### config.mk
export PLATFORM = sky130hd
export DESIGN_NAME = drb_cam_axis
export DESIGN_NICKNAME = d
export VERILOG_FILES = /design/src/rtl/drb_pkg.sv /design/src/rtl/drb_cam_axis.sv
export SDC_FILE = /design/constraint.sdc
export NUM_CORES = 2
export LEC_CHECK = 0
export CAP_MARGIN = 5
export CORE_AREA = 5 5 409 290
export DETAILED_ROUTE_END_ITERATION = 6
export DIE_AREA = 0 0 414 295
export DONT_BUFFER_PORTS = 1
export PLACE_DENSITY = 0.74
export SLEW_MARGIN = 15
export SYNTH_ARGS = -nofsm -noshare
export SYNTH_HDL_FRONTEND = slang
export SYNTH_SLANG_ARGS = --single-unit
### constraint.sdc
create_clock -name clock -period 10.4 [get_ports clock]
set_clock_uncertainty 0.05 [all_clocks]
set_input_delay 1.04 -clock clock [delete_from_list [all_inputs] [get_ports clock]]
set_output_delay 1.04 -clock clock [all_outputs]
set_load 0.01 [all_outputs]
### src/rtl/drb_pkg.sv
`default_nettype none

package drb_pkg;

   localparam int COORD_BITS = 12;
   localparam int OUT_BITS   = 20;

   localparam int DEPTH_W    = 16;
   localparam int ROI_W      = 12;
   localparam int STRIDE_W   = 8;
   localparam int CSR_IDX_W  = 3;
   localparam int CSR_DATA_W = 64;
   localparam int ROI_REG_W  = 56;
   localparam int RANGE_W    = 32;

   localparam int CMP_W      = (COORD_BITS > ROI_W) ? COORD_BITS : ROI_W;
   localparam int REM_STAGES = 4;
   localparam int REM_STEPS  = (CMP_W + REM_STAGES - 1) / REM_STAGES;
   localparam int DIV_W      = REM_STAGES * REM_STEPS;

   localparam int SCALE_W     = 16;
   localparam int CENTRE_W    = 16;
   localparam int CENTRE_FRAC = 4;
   localparam int INVF_W      = 32;
   localparam int COEF_W      = 16;
   localparam int INVF_SHIFT  = 24;
   localparam int CAM_SHIFT   = 8;
   localparam int WORLD_SHIFT = 22;

   localparam int U_W   = COORD_BITS + SCALE_W;
   localparam int DU_W  = U_W + 1;
   localparam int MAG_W = U_W;
   localparam int P_W   = MAG_W + INVF_W;
   localparam int T_W   = P_W - INVF_SHIFT + 1;
   localparam int Q_W   = T_W + DEPTH_W;
   localparam int C_W   = Q_W - CAM_SHIFT + 1;
   localparam int CAM_W = C_W + 1;
   localparam int PR_W  = COEF_W + CAM_W;
   localparam int W_W   = PR_W + 2;
   localparam int R_W   = W_W - WORLD_SHIFT;

   localparam int PIPE_STAGES  = 9;
   localparam int ST_IN        = 0;
   localparam int ST_REM_FIRST = 1;
   localparam int ST_MAG       = 1;
   localparam int ST_PROD      = 2;
   localparam int ST_TRUNC     = 3;
   localparam int ST_SCALE     = 4;
   localparam int ST_REM_LAST  = ST_REM_FIRST + REM_STAGES - 1;
   localparam int ST_CAM       = 5;
   localparam int ST_ROT       = 6;
   localparam int ST_SUM       = 7;
   localparam int ST_OUT       = PIPE_STAGES - 1;

   typedef logic [PIPE_STAGES-1:0] stage_vec_type;

   typedef enum logic [CSR_IDX_W-1:0] {
      CSR_ROI,
      CSR_RANGE,
      CSR_GEOM,
      CSR_INVF,
      CSR_ROW_X,
      CSR_ROW_Y,
      CSR_ROW_Z
   } csr_index_type;

   localparam logic [ROI_REG_W-1:0]  ROI_RESET   = '0;
   localparam logic [RANGE_W-1:0]    RANGE_RESET = 32'hFFFF_0000;
   localparam logic [CSR_DATA_W-1:0] GEOM_RESET  = 64'h0000_0000_0100_0100;
   localparam logic [CSR_DATA_W-1:0] INVF_RESET  = '0;
   localparam logic [CSR_DATA_W-1:0] ROWX_RESET  = 64'h0000_0000_0000_4000;
   localparam logic [CSR_DATA_W-1:0] ROWY_RESET  = 64'h0000_0000_4000_0000;
   localparam logic [CSR_DATA_W-1:0] ROWZ_RESET  = 64'h0000_4000_0000_0000;

endpackage

`default_nettype wire

### src/rtl/drb_cam_axis.sv
`default_nettype none

module drb_cam_axis (
   input  logic                              clock,
   input  drb_pkg::stage_vec_type            stage_en,
   input  logic [drb_pkg::U_W-1:0]           scaled_pos,
   input  logic [drb_pkg::CENTRE_W-1:0]      centre,
   input  logic [drb_pkg::INVF_W-1:0]        inv_focal,
   input  logic [drb_pkg::DEPTH_W-1:0]       depth,
   output logic signed [drb_pkg::CAM_W-1:0]  cam
);
   import drb_pkg::*;

   logic              neg_ff [4];
   logic              neg_in;
   logic [MAG_W-1:0]  mag_ff;
   logic [MAG_W-1:0]  mag_in;
   logic [P_W-1:0]    p_ff;
   logic [P_W-1:0]    p_in;
   logic [T_W-1:0]    t_ff;
   logic [T_W-1:0]    t_in;
   logic [Q_W-1:0]    q_ff;
   logic [Q_W-1:0]    q_in;
   logic signed [CAM_W-1:0] cam_ff;
   logic signed [CAM_W-1:0] cam_in;

   logic [DU_W-1:0]   du;
   logic [DU_W-1:0]   abs_du;
   logic [P_W:0]      p_round;
   logic [Q_W:0]      q_round;
   logic [C_W-1:0]    c_mag;

   // centred position, split into sign and magnitude
   assign du     = DU_W'(scaled_pos) - DU_W'({centre, {CENTRE_FRAC{1'b0}}});
   assign neg_in = du[DU_W-1];
   assign abs_du = neg_in ? (~du + 1'b1) : du;
   assign mag_in = abs_du[MAG_W-1:0];

   assign p_in = P_W'(mag_ff) * P_W'(inv_focal);

   assign p_round = {1'b0, p_ff} + {{(P_W+1-INVF_SHIFT){1'b0}}, 1'b1, {(INVF_SHIFT-1){1'b0}}};
   assign t_in    = p_round[P_W:INVF_SHIFT];

   assign q_in = Q_W'(t_ff) * Q_W'(depth);

   assign q_round = {1'b0, q_ff} + {{(Q_W+1-CAM_SHIFT){1'b0}}, 1'b1, {(CAM_SHIFT-1){1'b0}}};
   assign c_mag   = q_round[Q_W:CAM_SHIFT];
   assign cam_in  = neg_ff[3] ? -$signed({1'b0, c_mag}) : $signed({1'b0, c_mag});

   always_ff @(posedge clock) begin
      if (stage_en[ST_MAG]) begin
         neg_ff[0] <= neg_in;
         mag_ff    <= mag_in;
      end
      if (stage_en[ST_PROD]) begin
         neg_ff[1] <= neg_ff[0];
         p_ff      <= p_in;
      end
      if (stage_en[ST_TRUNC]) begin
         neg_ff[2] <= neg_ff[1];
         t_ff      <= t_in;
      end
      if (stage_en[ST_SCALE]) begin
         neg_ff[3] <= neg_ff[2];
         q_ff      <= q_in;
      end
      if (stage_en[ST_CAM]) begin
         cam_ff <= cam_in;
      end
   end

   assign cam = cam_ff;

endmodule

`default_nettype wire

After elaboration in Yosys (flattened, before gate mapping):

Memory sizes are Yosys's and may differ from the RTL's.
Index checks and enable logic that the tools add are counted.

* flip-flop bits (word level): 225
* RAM bits: 4
* output and inout port bits: 47
* word-level logic and storage cells: 25
* memories kept: 1

Memory list
* neg_ff: depth 4, bits a word 1, read ports 4, clocked after Yosys merged registers in 0, wr ports 4, line drb_cam_axis.sv:14 `logic neg_ff [4];`

* add/sub/neg operators: 5
* multiply operators: 2
* muxes and demuxes: 10
* bitwise gates (word level): 1

Operator list (number)
* adder 60 x 24 -> 61 bit, second input constant: 1
* multiplier 28 x 32 -> 60 bit: 1
* adder 53 x 8 -> 54 bit, second input constant: 1
* multiplier 37 x 16 -> 53 bit: 1
* negator 46 -> 47 bit: 1
* two-way mux 46 bit: 1
* subtractor 28 x 20 -> 29 bit: 1
* adder 28 x 1 -> 28 bit, second input constant: 1
* two-way mux 28 bit: 1
* inverter 28 bit: 1
* two-way mux 1 bit: 8

Longest topological paths before layout:

* depth after elaboration: 4
* gate-level depth with buffers: 28
* gate-level depth less buffers: 26

Worst setup path after synthesis:

OpenSTA, ideal clock, no wires.

* path type: input to register
* from: input inv_focal[28] in the netlist's numbering
* to: register p_ff[55], data pin
* data arrival time: 7.986 ns
* data required time: 10.085 ns
* setup slack: 2.099 ns
* cell stages on the path: 26
* cell sequence: clkbuf_1 -> clkbuf_1 -> nand2_1 -> fa_1 -> inv_1 -> fa_1 -> fa_1 -> inv_1 -> fa_1 -> inv_1 -> fa_1 -> fa_1 -> inv_1 -> fa_1 -> inv_1 -> ha_1 -> a21oi_1 -> o21a_1 -> o22ai_1 -> a311o_1 -> a211oi_1 -> o31ai_1 -> a2111oi_0 -> o21ba_2 -> o21ai_0 -> xor2_1

* cells in the longest elaborated chain, start to end: 1

RTL lines
* from (decl): line drb_cam_axis.sv:8 `input logic [drb_pkg::INVF_W-1:0] inv_focal,`
* multiplier 28 x 32 -> 60 bit: line drb_cam_axis.sv:39 `assign p_in = P_W'(mag_ff) * P_W'(inv_focal);`
* named net p_in[55]: line drb_cam_axis.sv:19 `logic [P_W-1:0] p_in;`
* to (signal assigned): line drb_cam_axis.sv:57 `p_ff <= p_in;`
* to (decl): line drb_cam_axis.sv:18 `logic [P_W-1:0] p_ff;`

The timed path passes the listed nets, and every way through them passes these cells.
A chain may end at the register's enable or synchronous reset.

Final worst setup path:

* from: register mag_ff[9]
* to: register p_ff[59], data pin

* cells in the longest elaborated chain, start to end: 1

RTL lines
* from (decl): line drb_cam_axis.sv:16 `logic [MAG_W-1:0] mag_ff;`
* from (signal assigned): line drb_cam_axis.sv:53 `mag_ff <= mag_in;`
* multiplier 28 x 32 -> 60 bit: line drb_cam_axis.sv:39
* named net p_in[59]: line drb_cam_axis.sv:19

The timed path passes the listed nets, and every way through them passes these cells.

==> qor.csv <==
metric;value;unit
Post-synth top flop;edfxtp_1;
Mapped Avg Cell Area;9.31;µm²
area of the multi-input gates;0.0443;mm²
RSZ-0062 raised after global routing;no;
Post-DRT Antenna Nets;0;
met3 wire length;16800;µm
Final min period;9.17;ns
uppermost layer routed;met5;
Core Box Area;0.114;mm²
number of flops mapped to enable cells by yosys;199;
Tightest Pin Transition;1.24;ns
IO Pins;149;
Ys Warns;0;
layout cell share with drive strength beyond 1;2.34;%
initial core utilization;49.6;%
net count after synthesis;7810;
dpl cell area;0.0577;mm²
Crit Path Class;flop to flop;
DRC errors left;0;
Sum Neg Setup Slack;0;ns
max incr delay on CP;1.13;ns
global-route wire length before repair;240000;µm
CP Capture Type;flop;
post-CTS sizing;0;
Die Wd;414;µm
CTS buffer count;17;
hpwl dp;115000;µm
DR vias;40600;
# clock sinks;199;
Hold Path Class;flop to flop;
Worst EP arrival;9.39;ns
Row Count;104;
WL met1;61000;µm
Hold Slack;0.376;ns
CTS clk-pin slew, worst paths;0.08;ns
maximum clock path buffer count;2;
WP data required;10.62;ns
max-cap violations;0;
relative slew slack;17.2;%
Max stage delay cell, worst path;edfxtp_1;
Area growth, synth to finish;2.86;%
initial antenna violation count;3;
vias per cell;5.49;
Post-Synthesis Cells;6091;
largest net degree at the start of global routing;53;
register area share after synthesis;10.5;%
Tcrit/Tclk final;88.2;%
CP max FO;22;
total die area;0.122;mm²
Post-CTS Setup Bufs;0;
#FFs+latches synth;199;
hold-fix buffer count after cts;0;
Placer Congestion;0.972;
CTS root buf;clkbuf_16;
Pins Over Slew Limit;0;
Clock Latency Late Sink;0.52;ns
H-tree levels;4;
Congestion Overflow GR;0;
n_diodes;0;
fraction of registers with async set/reset;0;%
Hold Fails Final Rpt;0;
status;finished, final reports clean;
synth unique cells;96;
Final nets;7568;
die height;295;µm
initial DRC count;3629;
IO buf count;0;
vias in the first global route;43800;
WL/cell;20.0;µm
Fmax;0.109;GHz
TritonCTS clock tree;yes;
drt pass-1 iters;6;
Global Route Usage Sum;24.9;%
WL met2;64400;µm
wirelength, routed;148000;µm
CP startpoint kind;flop;
Post-Synthesis Cell Area;0.0567;mm²
final setup fails;0;
layout filler cell count;10300;
most used cell, CP;fa_1;
post-route design area;0.0583;mm²
register area;0.00598;mm²
## state kept, by name, summed over array words and instances (netlist names)
name	cells
mag_ff	28
neg_ff	4
cam	47
p_ff	37
q_ff	46
t_ff	37
## layer usage
layer | up-vias | track usage (%)
met1 | 20700 | 35.0
met5 | - | 0
li1 | 17500 | -
met4 | 4 | 8.59
met3 | 293 | 6.44
met2 | 2084 | 38.1
## stage by stage
| stage | setup WS [ns] | std cells | utilization, % |
|---|---|---|---|
| after floorplan | 2.10 | 6091 | - |
| after global placement | 1.53 | 7367 | 50.5 |
| after detailed placement | 1.41 | 7367 | 50.5 |
| after CTS | 1.33 | 7399 | 51.0 |
| after global routing | 0.902 | 7399 | 51.0 |
| final | 1.23 | 7399 | 51.0 |
## layout make-up
class	count	area share [%]
clock buffer	18	0.736
clock inverter	14	0.264
inverter	1386	8.92
multi-input combinational	4198	75.9
sequential	199	10.2
tap	1537	3.30
timing repair buffer	47	0.605
## worst max-delay path, delay by kind of cell (launching register included)
| kind | cells | cell delay [ns] |
|---|---|---|
| XOR/XNOR | 1 | 0.09 |
| AO/OA/AOI/OAI | 8 | 2.81 |
| adder cells (fa/ha/maj) | 8 | 3.59 |
| buffers and inverters | 6 | 0.86 |
| flip-flops | 1 | 1.13 |
| AND/OR/NAND/NOR | 2 | 0.40 |
## Yosys cell counts (all sizes together), types with 65 or more instances
cell | count | area [µm²]
and2 | 694 | 4340
xnor2 | 157 | 1380
inv | 1386 | 5200
fa | 1265 | 25300
a21oi | 100 | 512
xor2 | 83 | 734
ha | 352 | 4400
nand2 | 909 | 3420
nor2 | 100 | 394
clkbuf | 284 | 1070
edfxtp | 199 | 5980
o21ai | 65 | 329
## layout by cell type (no fill, tap or decap), types with 26 or more instances in the layout
cell type,instances
inv_1,1386
fa_1,1265
nand2_1,907
and2_1,693
ha_1,352
edfxtp_1,199
xnor2_1,157
a21oi_1,99
nor2_1,98
xor2_1,82
a21o_1,59
o21ai_0,55
nand3_1,55
buf_4,47
nor3_1,38
nand4_1,33
and3_1,26
## worst paths after layout
path	from	to	slack, ns	cells after the start
hold reg to reg	neg_ff[1]$_DFFE_PP_	neg_ff[2]$_DFFE_PP_	0.38	0
setup / recovery	mag_ff[9]$_DFFE_PP_	p_ff[59]$_DFFE_PP_	1.23	25
setup reg to reg	mag_ff[9]$_DFFE_PP_	p_ff[59]$_DFFE_PP_	1.23	25
hold / removal	neg_ff[1]$_DFFE_PP_	neg_ff[2]$_DFFE_PP_	0.38	0
## logic make-up (layout without fill, tap and decap cells)
| kind of cell | count (synthesis) | in the layout | share of synthesized area, % |
|---|---|---|---|
| DFF | 199 | 199 | 10.5 |
| xor gates and xnor gates | 240 | 240 | 3.72 |
| buffers and inverters | 1694 | 1465 | 11.4 |
| muxes | 10 | 10 | 0.179 |
| adders and majority gates | 1617 | 1617 | 52.4 |
| and+or+nand+nor | 1966 | 1966 | 17.4 |
| AOI/OAI and AO/OA | 365 | 365 | 4.33 |
Power is left out: the tool's default activity adds up to more than one toggle a clock period on the data nets, which glitch-free logic cannot reach.
