--- src/rtl/drb_pkg.sv ---
`default_nettype none

package drb_pkg;

   localparam int COORD_BITS = 12;
   localparam int OUT_BITS   = 20;

   localparam int DEPTH_W    = 16;
   localparam int ROI_W      = 12;
   localparam int STRIDE_W   = 8;
   localparam int CSR_IDX_W  = 3;
   localparam int CSR_DATA_W = 64;
   localparam int ROI_REG_W  = 56;
   localparam int RANGE_W    = 32;

   localparam int CMP_W      = (COORD_BITS > ROI_W) ? COORD_BITS : ROI_W;
   localparam int REM_STAGES = 4;
   localparam int REM_STEPS  = (CMP_W + REM_STAGES - 1) / REM_STAGES;
   localparam int DIV_W      = REM_STAGES * REM_STEPS;

   localparam int SCALE_W     = 16;
   localparam int CENTRE_W    = 16;
   localparam int CENTRE_FRAC = 4;
   localparam int INVF_W      = 32;
   localparam int COEF_W      = 16;
   localparam int INVF_SHIFT  = 24;
   localparam int CAM_SHIFT   = 8;
   localparam int WORLD_SHIFT = 22;

   localparam int U_W   = COORD_BITS + SCALE_W;
   localparam int DU_W  = U_W + 1;
   localparam int MAG_W = U_W;
   localparam int P_W   = MAG_W + INVF_W;
   localparam int T_W   = P_W - INVF_SHIFT + 1;
   localparam int Q_W   = T_W + DEPTH_W;
   localparam int C_W   = Q_W - CAM_SHIFT + 1;
   localparam int CAM_W = C_W + 1;
   localparam int PR_W  = COEF_W + CAM_W;
   localparam int W_W   = PR_W + 2;
   localparam int R_W   = W_W - WORLD_SHIFT;

   localparam int PIPE_STAGES  = 9;
   localparam int ST_IN        = 0;
   localparam int ST_REM_FIRST = 1;
   localparam int ST_MAG       = 1;
   localparam int ST_PROD      = 2;
   localparam int ST_TRUNC     = 3;
   localparam int ST_SCALE     = 4;
   localparam int ST_REM_LAST  = ST_REM_FIRST + REM_STAGES - 1;
   localparam int ST_CAM       = 5;
   localparam int ST_ROT       = 6;
   localparam int ST_SUM       = 7;
   localparam int ST_OUT       = PIPE_STAGES - 1;

   typedef logic [PIPE_STAGES-1:0] stage_vec_type;

   typedef enum logic [CSR_IDX_W-1:0] {
      CSR_ROI,
      CSR_RANGE,
      CSR_GEOM,
      CSR_INVF,
      CSR_ROW_X,
      CSR_ROW_Y,
      CSR_ROW_Z
   } csr_index_type;

   localparam logic [ROI_REG_W-1:0]  ROI_RESET   = '0;
   localparam logic [RANGE_W-1:0]    RANGE_RESET = 32'hFFFF_0000;
   localparam logic [CSR_DATA_W-1:0] GEOM_RESET  = 64'h0000_0000_0100_0100;
   localparam logic [CSR_DATA_W-1:0] INVF_RESET  = '0;
   localparam logic [CSR_DATA_W-1:0] ROWX_RESET  = 64'h0000_0000_0000_4000;
   localparam logic [CSR_DATA_W-1:0] ROWY_RESET  = 64'h0000_0000_4000_0000;
   localparam logic [CSR_DATA_W-1:0] ROWZ_RESET  = 64'h0000_4000_0000_0000;

endpackage

`default_nettype wire

--- src/rtl/drb_stride_rem.sv ---
`default_nettype none

module drb_stride_rem (
   input  logic                           clock,
   input  drb_pkg::stage_vec_type         stage_en,
   input  logic [drb_pkg::DIV_W-1:0]      col_offset,
   input  logic [drb_pkg::DIV_W-1:0]      row_offset,
   input  logic [drb_pkg::STRIDE_W-1:0]   stride,
   output logic                           aligned
);
   import drb_pkg::*;

   logic [STRIDE_W-1:0] rem_ff [2][REM_STAGES];
   logic [STRIDE_W-1:0] rem_in [2][REM_STAGES];
   logic [DIV_W-1:0]    div_ff [2][REM_STAGES];
   logic [DIV_W-1:0]    div_in [2][REM_STAGES];

   always_comb begin
      logic [STRIDE_W:0]   trial;
      logic [STRIDE_W-1:0] r;
      logic [DIV_W-1:0]    d;
      for (int a = 0; a < 2; a++) begin
         for (int s = 0; s < REM_STAGES; s++) begin
            if (s == 0) begin
               r = '0;
               d = (a == 0) ? col_offset : row_offset;
            end else begin
               r = rem_ff[a][(s == 0) ? 0 : s - 1];
               d = div_ff[a][(s == 0) ? 0 : s - 1];
            end
            for (int j = 0; j < REM_STEPS; j++) begin
               trial = {r, d[DIV_W-1]};
               d = d << 1;
               if (trial >= {1'b0, stride}) begin
                  trial = trial - {1'b0, stride};
               end
               r = trial[STRIDE_W-1:0];
            end
            rem_in[a][s] = r;
            div_in[a][s] = d;
         end
      end
   end

   always_ff @(posedge clock) begin
      for (int a = 0; a < 2; a++) begin
         for (int s = 0; s < REM_STAGES; s++) begin
            if (stage_en[ST_REM_FIRST + s]) begin
               rem_ff[a][s] <= rem_in[a][s];
               div_ff[a][s] <= div_in[a][s];
            end
         end
      end
   end

   assign aligned = (rem_ff[0][REM_STAGES-1] == '0) && (rem_ff[1][REM_STAGES-1] == '0);

endmodule

`default_nettype wire

--- config.mk ---
export PLATFORM = sky130hd
export DESIGN_NAME = drb_stride_rem
export DESIGN_NICKNAME = d
export VERILOG_FILES = /design/src/rtl/drb_pkg.sv /design/src/rtl/drb_stride_rem.sv
export SDC_FILE = /design/constraint.sdc
export NUM_CORES = 1
export LEC_CHECK = 0
export ABC_AREA = 1
export BUFFER_PORTS_ARGS = -buffer_cell sky130_fd_sc_hd__buf_2
export CAP_MARGIN = 20
export CORE_MARGIN = 3
export CORE_UTILIZATION = 59
export DETAILED_ROUTE_END_ITERATION = 8
export PLACE_DENSITY = 0.86
export SLEW_MARGIN = 10
export SYNTH_ARGS = -nofsm -noshare
export SYNTH_HDL_FRONTEND = slang
export SYNTH_SLANG_ARGS = --single-unit
--- constraint.sdc ---
create_clock -name clock -period 6.3 [get_ports clock]
set_clock_uncertainty 0.2 [all_clocks]
set_input_delay 0.63 -clock clock [delete_from_list [all_inputs] [get_ports clock]]
set_output_delay 0.63 -clock clock [all_outputs]
set_load 0.005 [all_outputs]
---- After elaboration in Yosys (flattened, before gate mapping) ----
Memory sizes are Yosys's and may differ from the RTL's.
Index checks and enable logic that the tools add are counted.
operators by class
  muxes and demuxes ....................... 32
  magnitude comparators ................... 24
  reductions and logical operators ........ 3
  add/sub/neg operators ................... 24
operators by type and width
  kind                                        number
  greater-or-equal comparator 9 x 8 -> 1 bit  22
  2-to-1 mux 8 bit                            24
  subtractor 8 bit                            22
  greater-or-equal comparator 1 x 8 -> 1 bit  2
  zero test 8 bit                             2
  subtractor 1 x 8 -> 8 bit                   2
  2-to-1 mux 1 bit                            8
  logical AND 1 bit                           1
storage, ports and cells
  input port bits ......................... 42
  output and inout port bits .............. 1
  register bits ........................... 0
  bits in writable memories ............... 136
  memories ................................ 2
  word-level logic and storage cells ...... 85
memory list
  name    words  width  rd ports  clocked after memory_dff  wr ports  RTL line              RTL
  div_ff  2      36     2         0                         2         drb_stride_rem.sv:15  logic [DIV_W-1:0] div_ff [2][REM_STAGES];
  rem_ff  2      32     2         0                         2         drb_stride_rem.sv:13  logic [STRIDE_W-1:0] rem_ff [2][REM_STAGES];

---- Logic depth before layout (Yosys ltp) ----
Gate-level depths: netlist of run 1.
An unclocked memory read counts as a cell.
  depth in word-level cells ............... 7
  depth in mapped cells ................... 35

---- Worst setup path after synthesis of run 1 ----
No wires, ideal clock.
  path type ............................... input-to-reg
  start ................................... in stride[1] (netlist bit)
  end ..................................... mem rem_ff[1][10] (netlist bit) (data pin)
  setup slack ............................. 0.331 ns
  data required time ...................... 5.847 ns
  arrival time ............................ 5.516 ns
  buffers on the path ..................... 1
  cell stages on the path ................. 29
  setup time .............................. 0.253 ns
  cell sequence ........................... inv_1 -> ha_1 -> nand3_1 -> nand2_2 -> nand2_2 -> nand2_2 -> nand2_2 -> nand2_4 -> o21ai_0 -> inv_1 -> ha_1 -> a21oi_1 -> o21a_1 -> nand2_1 -> a21oi_1 -> nand2_2 -> buf_6 -> nor2_1 -> a21oi_2 -> ha_1 -> a21oi_1 -> nand2_1 -> nand4_1 -> nand3_1 -> nand2_1 -> nand3_1 -> nand3b_1 -> nand2_1 -> nand2_1
RTL lines
  what         RTL line              RTL
  from (decl)  drb_stride_rem.sv:8   input logic [drb_pkg::STRIDE_W-1:0] stride,
  to (decl)    drb_stride_rem.sv:13

==> impl_metrics.env, run 1 <==
export IMPL_status="finished, final reports clean"
export IMPL_die_area_sq_um=24810
export IMPL_nets=2213
export IMPL_wl_per_cell_um=13.93
export IMPL_synth_top_family_by_area="simple AND/OR/NAND/NOR gates"
export IMPL_grt_pass1_wl_mm=52.41
export IMPL_worst_slew_pin_slew_ps=859.1
export IMPL_row_count=54
export IMPL_cts_sinks=100
export IMPL_reg2regPathDepth=28
export IMPL_cp_start_kind="primary input"
export IMPL_ys_async_sr_fraction_pct=0
export IMPL_ff2ff_setup_slack_ps=1050
export IMPL_die_x_um=157.5
export IMPL_critPathCaptureType="flop"
export IMPL_relSlewSlack_pct=42.73
export IMPL_overflow=0
export IMPL_worstPathMaxFanout=13
export IMPL_fmax_mhz=178.7
export IMPL_cts_resized=0
export IMPL_critical_path_max_stage_delay_ps=360
export IMPL_path_buf_inv=5
export IMPL_rsz0062_at_grt="false"
export IMPL_layout_drive_gt1_share_pct=10.69
export IMPL_synth_mux_area_share_pct=0
export IMPL_syn_area_sq_um=13550
export IMPL_n_antenna_cell=0
export IMPL_cp_common_cell="nand2_1"
export IMPL_finalHoldViolCount=0
export IMPL_min_path_cells=0
export IMPL_reg2reg_to="rem_ff[0][0]$_DFFE_PP_"
export IMPL_cp_slowest_cell="inv_1"
export IMPL_yosys_register_bits=100
export IMPL_synthCells=1910
export IMPL_antenna_left=0
export IMPL_arrival_ps=5510
export IMPL_track_usage_pct=25.60
export IMPL_setup_viol=0
export IMPL_vias=12395
export IMPL_routed_via_density=5.499
export IMPL_root_buffer="clkbuf_16"
export IMPL_syn_nets=2154
export IMPL_fin_tns_setup_ps=0
export IMPL_synth_simple_area_share_pct=32.85
export IMPL_crit_family="simple AND/OR/NAND/NOR gates"
export IMPL_reg2reg_from="rem_ff[0][9]$_DFFE_PP_"
export IMPL_hold_start="div_ff[1][31]$_DFFE_PP_"
export IMPL_die_h_um=157.5
export IMPL_cts_tree="built"
export IMPL_synth_edff_count=100
export IMPL_port_buffers=37
export IMPL_routed_wl_mm=31.41
export IMPL_synth_top_area_share_pct=22.17
export IMPL_synth_area_top_cells="edfxtp_1 22%, nand2_1 17%, ha_1 17%, inv_1 7.3%, nand3_1 4.2%"
export IMPL_clock_path_buffers=2
export IMPL_synth_warnings=0
export IMPL_initialDrtViolationCount=771
export IMPL_clkTransAtPathRegs_ps=80
export IMPL_ctsHtreeMaxLevel=3
export IMPL_ios=43
export IMPL_drcViolationCount=0
export IMPL_cap_violations=0
export IMPL_antenna_found_initial=0
export IMPL_hp_class="flop to flop"
export IMPL_hold_path_end="div_ff[1][25]$_DFFE_PP_"
export IMPL_core_area_sq_um=22160
export IMPL_clock_latency_ps=360
export IMPL_yosysTopAreaCell="edfxtp_1"
export IMPL_start_util_pct=61.12
export IMPL_place_detailed_hpwl_mm=24.32
export IMPL_drtPass1Iterations=5
export IMPL_syn2layout_area_growth_pct=7.279
export IMPL_final_max_slew_viol_count=0
export IMPL_synth_xor_area_share_pct=6.789
export IMPL_hold_buffers=0
export IMPL_place_congestion=0.9454
export IMPL_synth_fa_ha_area_share_pct=19.88
export IMPL_synth_area_per_cell_sq_um=7.092
export IMPL_synth_distinct_cells=51
export IMPL_synthFlopType="edfxtp_1"
export IMPL_period_needed_ps=5597
export IMPL_required_ps=6210
export IMPL_synth_compound_area_share_pct=9.764
export IMPL_postCtsSetupRepairBufs=0
export IMPL_worstSetupPathType="primary input to flop"
export IMPL_grt_pass1_vias=11709
export IMPL_fin_crit_sh_pct=88.85
export IMPL_numCtsBuffers=9
export IMPL_grt_max_degree=35
export IMPL_seq_area_frac_synth_pct=22.17
-- state kept, by name (all words and copies together) (netlist names) --
| signal | count |
|---|---|
| div_ff | 36 |
| rem_ff | 64 |
-- placed cells by master (no fill, tap or decap), types with 42 or more instances in the layout --
master	instances
o21ai_0	42
nor2_1	89
nand2_1	624
edfxtp_1	100
a21oi_1	93
ha_1	180
xor2_1	62
nand3_1	113
xnor2_1	43
inv_1	264
-- cells by family after synthesis --
kind of cell	count (synthesis)
flops	100
simple gates	982
compound gates	224
buf+inv	297
fa+ha+maj	202
xor+xnor	105
-- layout make-up --
| cell class | count | area (sq um) |
|---|---|---|
| Multi-Input combinational cell | 1513 | 9384 |
| Clock inverter | 7 | 93.84 |
| Clock buffer | 9 | 225.2 |
| Sequential cell | 100 | 3003 |
| Tap cell | 280 | 350.3 |
| Timing Repair Buffer | 56 | 390.4 |
| Inverter | 289 | 1085 |
| Fill cell | 1892 | 7630 |
-- per-stage QoR --
stage	area (sq um)	utilization, %	setup WS [ps]	hold slack, ps	cells
after floorplan	13550	-	331.0	200.3	1910
after global placement	14210	64.13	525.7	203.4	2238
after detailed placement	14210	64.13	409.4	205.5	2238
after CTS	14530	65.57	712.0	222.2	2254
after global routing	14530	65.57	241.8	221.2	2254
final	14530	65.57	702.5	216.9	2254
-- cell usage after synthesis (8+ instances only) --
cell type / n
fa_1: 22
xor2_1: 62
inv_2: 24
nand2_4: 8
nand2_1: 624
ha_1: 180
or2_2: 9
a21oi_1: 93
nor2_1: 89
a21oi_2: 21
o21ai_0: 42
nand3b_1: 12
nand4_1: 37
xnor2_1: 43
edfxtp_1: 100
nor2_4: 9
o21bai_1: 9
nand3_1: 113
inv_1: 265
nand2_2: 28
nand3_2: 13
o21ai_2: 8
o21ai_1: 27
-- metal layers --
layer | routed length, um | vias up | track usage, %
li1 | - | 6388 | -
met1 | 13840 | 5634 | 33.00
met2 | 14900 | 298 | 44.52
met3 | 1736 | 75 | 3.354
met4 | 931 | 0 | 8.306
met5 | 0 | - | 0
-- worst max path at each step --
stage / slack (ps) / start / end / cells past startpoint
global placement: 530 / stride[1] / rem_ff[1][7]$_DFFE_PP_ / 27
CTS: 710 / stride[5] / rem_ff[1][19]$_DFFE_PP_ / 30
finish: 700 / stride[5] / rem_ff[1][19]$_DFFE_PP_ / 30
global route: 240 / stride[5] / rem_ff[1][18]$_DFFE_PP_ / 32
floorplan: 330 / stride[1] / rem_ff[1][10]$_DFFE_PP_ / 29
detailed placement: 410 / stride[5] / rem_ff[0][7]$_DFFE_PP_ / 31
Power of run 1 is not shown: default switching activity piles up to over one toggle a cycle in this logic, so the estimate is an artifact.
==> run 2: changes to the inputs <==
--- a/config.mk
+++ b/config.mk
@@ -13,2 +13,3 @@
 export DETAILED_ROUTE_END_ITERATION = 8
+export MAX_ROUTING_LAYER = met4
 export PLACE_DENSITY = 0.86
--- a/constraint.sdc
+++ b/constraint.sdc
@@ -4,2 +4,2 @@
 set_output_delay 0.63 -clock clock [all_outputs]
-set_load 0.005 [all_outputs]
+set_load 0.1 [all_outputs]
==> run 2 against run 1 <==
  * Worst hold slack better by 6.7 ps
  * Die area stayed put
  * Critical path depth increased by 2
  * Setup slack got worse by 12 ps
  * Via count up 0.88%
  * Sequential cell count is the same
  * Sequential share of layout area is essentially flat
  * Largest cell class unchanged
  * Highest routed layer unchanged
==> impl_metrics.env, run 2 (synthesis gave the netlist of run 1 again) <==
export IMPL_ios=43
export IMPL_antenna_found_initial=0
export IMPL_arrival_ps=5520
export IMPL_grt_max_degree=35
export IMPL_fmax_mhz=178.3
export IMPL_start_util_pct=61.12
export IMPL_postCtsSetupRepairBufs=0
export IMPL_setup_viol=0
export IMPL_ctsHtreeMaxLevel=3
export IMPL_final_cell_mix="624 x nand2_1, 264 x inv_1, 180 x ha_1"
export IMPL_cp_common_cell="nand2_1"
export IMPL_layout_drive_gt1_share_pct=10.82
export IMPL_grt_pass1_vias=11849
export IMPL_vias=12504
export IMPL_hold_buffers=0
export IMPL_port_buffers=37
export IMPL_die_h_um=157.5
export IMPL_syn2layout_area_growth_pct=7.112
export IMPL_critical_path_max_stage_delay_ps=370
export IMPL_routed_wl_mm=31.40
export IMPL_clkTransAtPathRegs_ps=80
export IMPL_ff2ff_setup_slack_ps=980
export IMPL_period_needed_ps=5609
export IMPL_fin_tns_setup_ps=0
export IMPL_worst_slew_pin_slew_ps=903.7
export IMPL_relSlewSlack_pct=39.76
export IMPL_track_usage_pct=26.49
export IMPL_worstSetupPathType="primary input to flop"
export IMPL_critPathCaptureType="flop"
export IMPL_place_detailed_hpwl_mm=24.40
export IMPL_routed_via_density=5.538
export IMPL_drtPass1Iterations=5
export IMPL_grt_pass1_wl_mm=52.65
export IMPL_status="finished, final reports clean"
export IMPL_nets=2216
export IMPL_core_area_sq_um=22160
export IMPL_root_buffer="clkbuf_16"
export IMPL_cp_start_kind="primary input"
export IMPL_cp_slowest_cell="nand3b_2"
export IMPL_clock_latency_ps=360
export IMPL_worstPathMaxFanout=13
export IMPL_hp_class="flop to flop"
export IMPL_die_x_um=157.5
export IMPL_drcViolationCount=0
export IMPL_largest_register="rem_ff"
export IMPL_fillers=1889
export IMPL_largest_register_ffs=64
export IMPL_place_congestion=0.9619
export IMPL_die_area_sq_um=24810
export IMPL_cts_tree="built"
export IMPL_antenna_left=0
export IMPL_row_count=54
export IMPL_cts_sinks=100
export IMPL_finalHoldViolCount=0
export IMPL_initialDrtViolationCount=644
export IMPL_reg_top3="rem_ff (64), div_ff (36)"
export IMPL_required_ps=6210
export IMPL_cap_violations=0
export IMPL_layout_commonest_cell="nand2_1"
export IMPL_final_max_slew_viol_count=0
export IMPL_fin_crit_sh_pct=89.03
export IMPL_numCtsBuffers=9
export IMPL_overflow=0
export IMPL_clock_path_buffers=2
export IMPL_cts_resized=0
export IMPL_wl_per_cell_um=13.91
export IMPL_rsz0062_at_grt="false"
run 2: cell types whose count changed in the layout (fill, tap and decap cells not counted):
cell	previous run	this run
clkinv_4	1	2
buf_12	5	3
diode_2	0	1
bufinv_16	1	0
buf_4	14	19
inv_6	1	0
clkinvlp_4	1	2
run 2: layout make-up:
cell class / count / area [sq um] / area share [%]
Clock buffer: 9 / 225.2 / 1.552
Timing Repair Buffer: 59 / 387.9 / 2.673
Antenna cell: 1 / 2.502 / 0.01725
Multi-Input combinational cell: 1513 / 9384 / 64.68
Sequential cell: 100 / 3003 / 20.70
Tap cell: 280 / 350.3 / 2.415
Clock inverter: 7 / 71.32 / 0.4915
Inverter: 289 / 1085 / 7.477
run 2: path summary, 6_finish.rpt:
check | startpoint | end | cells past startpoint
setup / recovery | stride[5] | rem_ff[1][21]$_DFFE_PP_ | 32
hold / removal | div_ff[1][23]$_DFFE_PP_ | div_ff[1][17]$_DFFE_PP_ | 0
setup reg to reg | rem_ff[1][17]$_DFFE_PP_ | rem_ff[1][13]$_DFFE_PP_ | 27
hold reg to reg | div_ff[1][23]$_DFFE_PP_ | div_ff[1][17]$_DFFE_PP_ | 0
run 2: stage by stage:
stage	hold WS (ps)	utilization (%)	setup slack, ps	std cells	instance area, sq um
3_3_place_gp	203.8	64.12	490.8	2241	14210
5_1_grt	223.2	65.46	164.6	2257	14510
2_1_floorplan	200.3	-	331.0	1910	13550
4_1_cts	222.4	65.46	723.8	2257	14510
6_report	223.5	65.47	690.9	2258	14510
3_5_place_dp	205.4	64.12	340.0	2241	14210
run 2: worst max-delay path: cells and delay by family:
family / cells / cell delay [ps]
fa+ha+maj: 3 / 930
simple gates: 18 / 2140
buf+inv: 5 / 870
compound gates: 6 / 940
run 2: layer usage:
metal / vias up / global-route usage (%) / wire (um)
li1: 6393 / - / -
met1: 5706 / 32.06 / 13600
met2: 326 / 45.75 / 15140
met3: 79 / 3.272 / 1740
met4: 0 / 9.091 / 923
met5: - / - / 0
Power of run 2 is left out for the same reason.
==> run 3: changes to the inputs <==
- PLACE_DENSITY: 0.86 -> 0.79
==> run 3 against run 2 <==
  * Worst hold slack got worse by 2.5 ps
  * Critical path depth decreased by 2
  * Core utilization increased by 0.10 points
  * Via count decreased by 2.1%
  * Register-to-register slack gained 50 ps
  * Setup slack got worse by 42 ps
  * Cell area is 0.16% higher
  * Non-clock buffer count is 3 higher
  * Fmax fell by 0.74%
  * Clock-buffer cell count stayed put
  * Wire length shrank 0.37%
==> impl_metrics.env, run 3 (synthesis gave the netlist of run 1 again) <==
export IMPL_drcViolationCount=0
export IMPL_layout_drive_gt1_share_pct=10.96
export IMPL_largest_register_ffs=64
export IMPL_grt_max_degree=35
export IMPL_cap_violations=0
export IMPL_final_cell_mix="624 x nand2_1, 264 x inv_1, 180 x ha_1"
export IMPL_die_x_um=157.5
export IMPL_port_buffers=37
export IMPL_syn2layout_area_growth_pct=7.279
export IMPL_postCtsSetupRepairBufs=0
export IMPL_overflow=0
export IMPL_antenna_left=0
export IMPL_hp_class="flop to flop"
export IMPL_critPathCaptureType="flop"
export IMPL_routed_wl_mm=31.29
export IMPL_cp_slowest_cell="nand3b_1"
export IMPL_antenna_found_initial=1
export IMPL_worstSetupPathType="primary input to flop"
export IMPL_place_inst=2244
export IMPL_grt_pass1_vias=11240
export IMPL_die_area_sq_um=24810
export IMPL_critical_path_max_stage_delay_ps=370
export IMPL_clkTransAtPathRegs_ps=70
export IMPL_routed_via_density=5.412
export IMPL_fin_crit_sh_pct=89.69
export IMPL_ff2ff_setup_slack_ps=1030
export IMPL_initialDrtViolationCount=750
export IMPL_cts_sinks=100
export IMPL_cp_common_cell="nand2_1"
export IMPL_required_ps=6220
export IMPL_layout_commonest_cell="nand2_1"
export IMPL_drtPass1Iterations=6
export IMPL_wl_per_cell_um=13.84
export IMPL_cts_resized=0
export IMPL_worstPathMaxFanout=13
export IMPL_worst_slew_pin_slew_ps=892.1
export IMPL_track_usage_pct=26.20
export IMPL_nets=2219
export IMPL_finalNonFillerCells=2261
export IMPL_die_h_um=157.5
export IMPL_fmax_mhz=177.0
export IMPL_place_detailed_hpwl_mm=24.31
export IMPL_fillers=1990
export IMPL_final_max_slew_viol_count=0
export IMPL_min_path_cells=0
export IMPL_ctsHtreeMaxLevel=3
export IMPL_core_area_sq_um=22160
export IMPL_start_util_pct=61.12
export IMPL_finalHoldViolCount=0
export IMPL_root_buffer="clkbuf_16"
export IMPL_rsz0062_at_grt="false"
export IMPL_status="finished, final reports clean"
export IMPL_multiInputGateArea_sq_um=9384
export IMPL_relSlewSlack_pct=40.53
export IMPL_cts_tree="built"
export IMPL_timing_hold_ws_ps=221.1
export IMPL_hold_start="div_ff[0][31]$_DFFE_PP_"
export IMPL_reg2reg_to="rem_ff[0][7]$_DFFE_PP_"
export IMPL_crit_family="simple AND/OR/NAND/NOR gates"
export IMPL_reg2reg_from="rem_ff[0][9]$_DFFE_PP_"
export IMPL_arrival_ps=5570
export IMPL_path_buf_inv=5
export IMPL_cp_start_kind="primary input"
export IMPL_fin_tns_setup_ps=0
export IMPL_reg2regPathDepth=28
export IMPL_hold_buffers=0
export IMPL_vias=12237
export IMPL_period_needed_ps=5651
export IMPL_ios=43
export IMPL_clock_path_buffers=2
export IMPL_grt_pass1_wl_mm=51.57
export IMPL_setup_viol=0
export IMPL_clock_latency_ps=360
export IMPL_register_area_sq_um=3003
export IMPL_row_count=54
export IMPL_numCtsBuffers=9
export IMPL_place_congestion=0.9205
export IMPL_largest_register="rem_ff"
export IMPL_reg_top3="rem_ff (64), div_ff (36)"
export IMPL_hold_path_end="div_ff[0][25]$_DFFE_PP_"
==> run 3: cell count changes in the layout (fill, tap and decap cells not counted) <==
cell / before / now
clkinv_8: 1 / 0
buf_4: 19 / 21
inv_6: 0 / 4
clkinv_4: 2 / 1
buf_12: 3 / 4
inv_8: 2 / 0
==> run 3: how the worst max path moves through the flow <==
stage | start | end | slack, ps | cells after the start
2_1_floorplan | stride[1] | rem_ff[1][10]$_DFFE_PP_ | 330 | 29
3_3_place_gp | stride[6] | rem_ff[1][15]$_DFFE_PP_ | 410 | 30
3_5_place_dp | stride[6] | rem_ff[1][15]$_DFFE_PP_ | 290 | 30
4_1_cts | stride[6] | rem_ff[1][15]$_DFFE_PP_ | 670 | 30
5_1_grt | stride[6] | rem_ff[1][10]$_DFFE_PP_ | 90 | 30
6_report | stride[6] | rem_ff[1][10]$_DFFE_PP_ | 650 | 30
==> run 3: area by class of cell <==
type	instances	share of cell area, %
clock inverters	7	0.4047
inverters	289	7.465
diodes	1	0.01722
multi-input cells	1513	64.58
flip-flops and latches	100	20.66
well taps	280	2.411
clock buffers	9	1.550
repair buffers	62	2.910
==> run 3: through the flow <==
step / setup slack, ps / cell area, sq um / utilization (%)
CTS: 667.2 / 14530 / 65.56
detailed placement: 292.5 / 14240 / 64.28
floorplan: 331.0 / 13550 / -
global placement: 412.4 / 14240 / 64.28
global route: 86.46 / 14530 / 65.57
finish: 649.2 / 14530 / 65.57
==> run 3: per-layer routing <==
| metal | part of all wire, % | vias up | GRT usage, % | wire length, um |
|---|---|---|---|---|
| li1 | - | 6401 | - | - |
| met1 | 46 | 5479 | 33.93 | 14490 |
| met2 | 46 | 298 | 42.95 | 14380 |
| met3 | 5.4 | 59 | 3.739 | 1688 |
| met4 | 2.3 | 0 | 7.521 | 735 |
| met5 | 0 | - | - | 0 |
Power of run 3 is left out for the same reason.
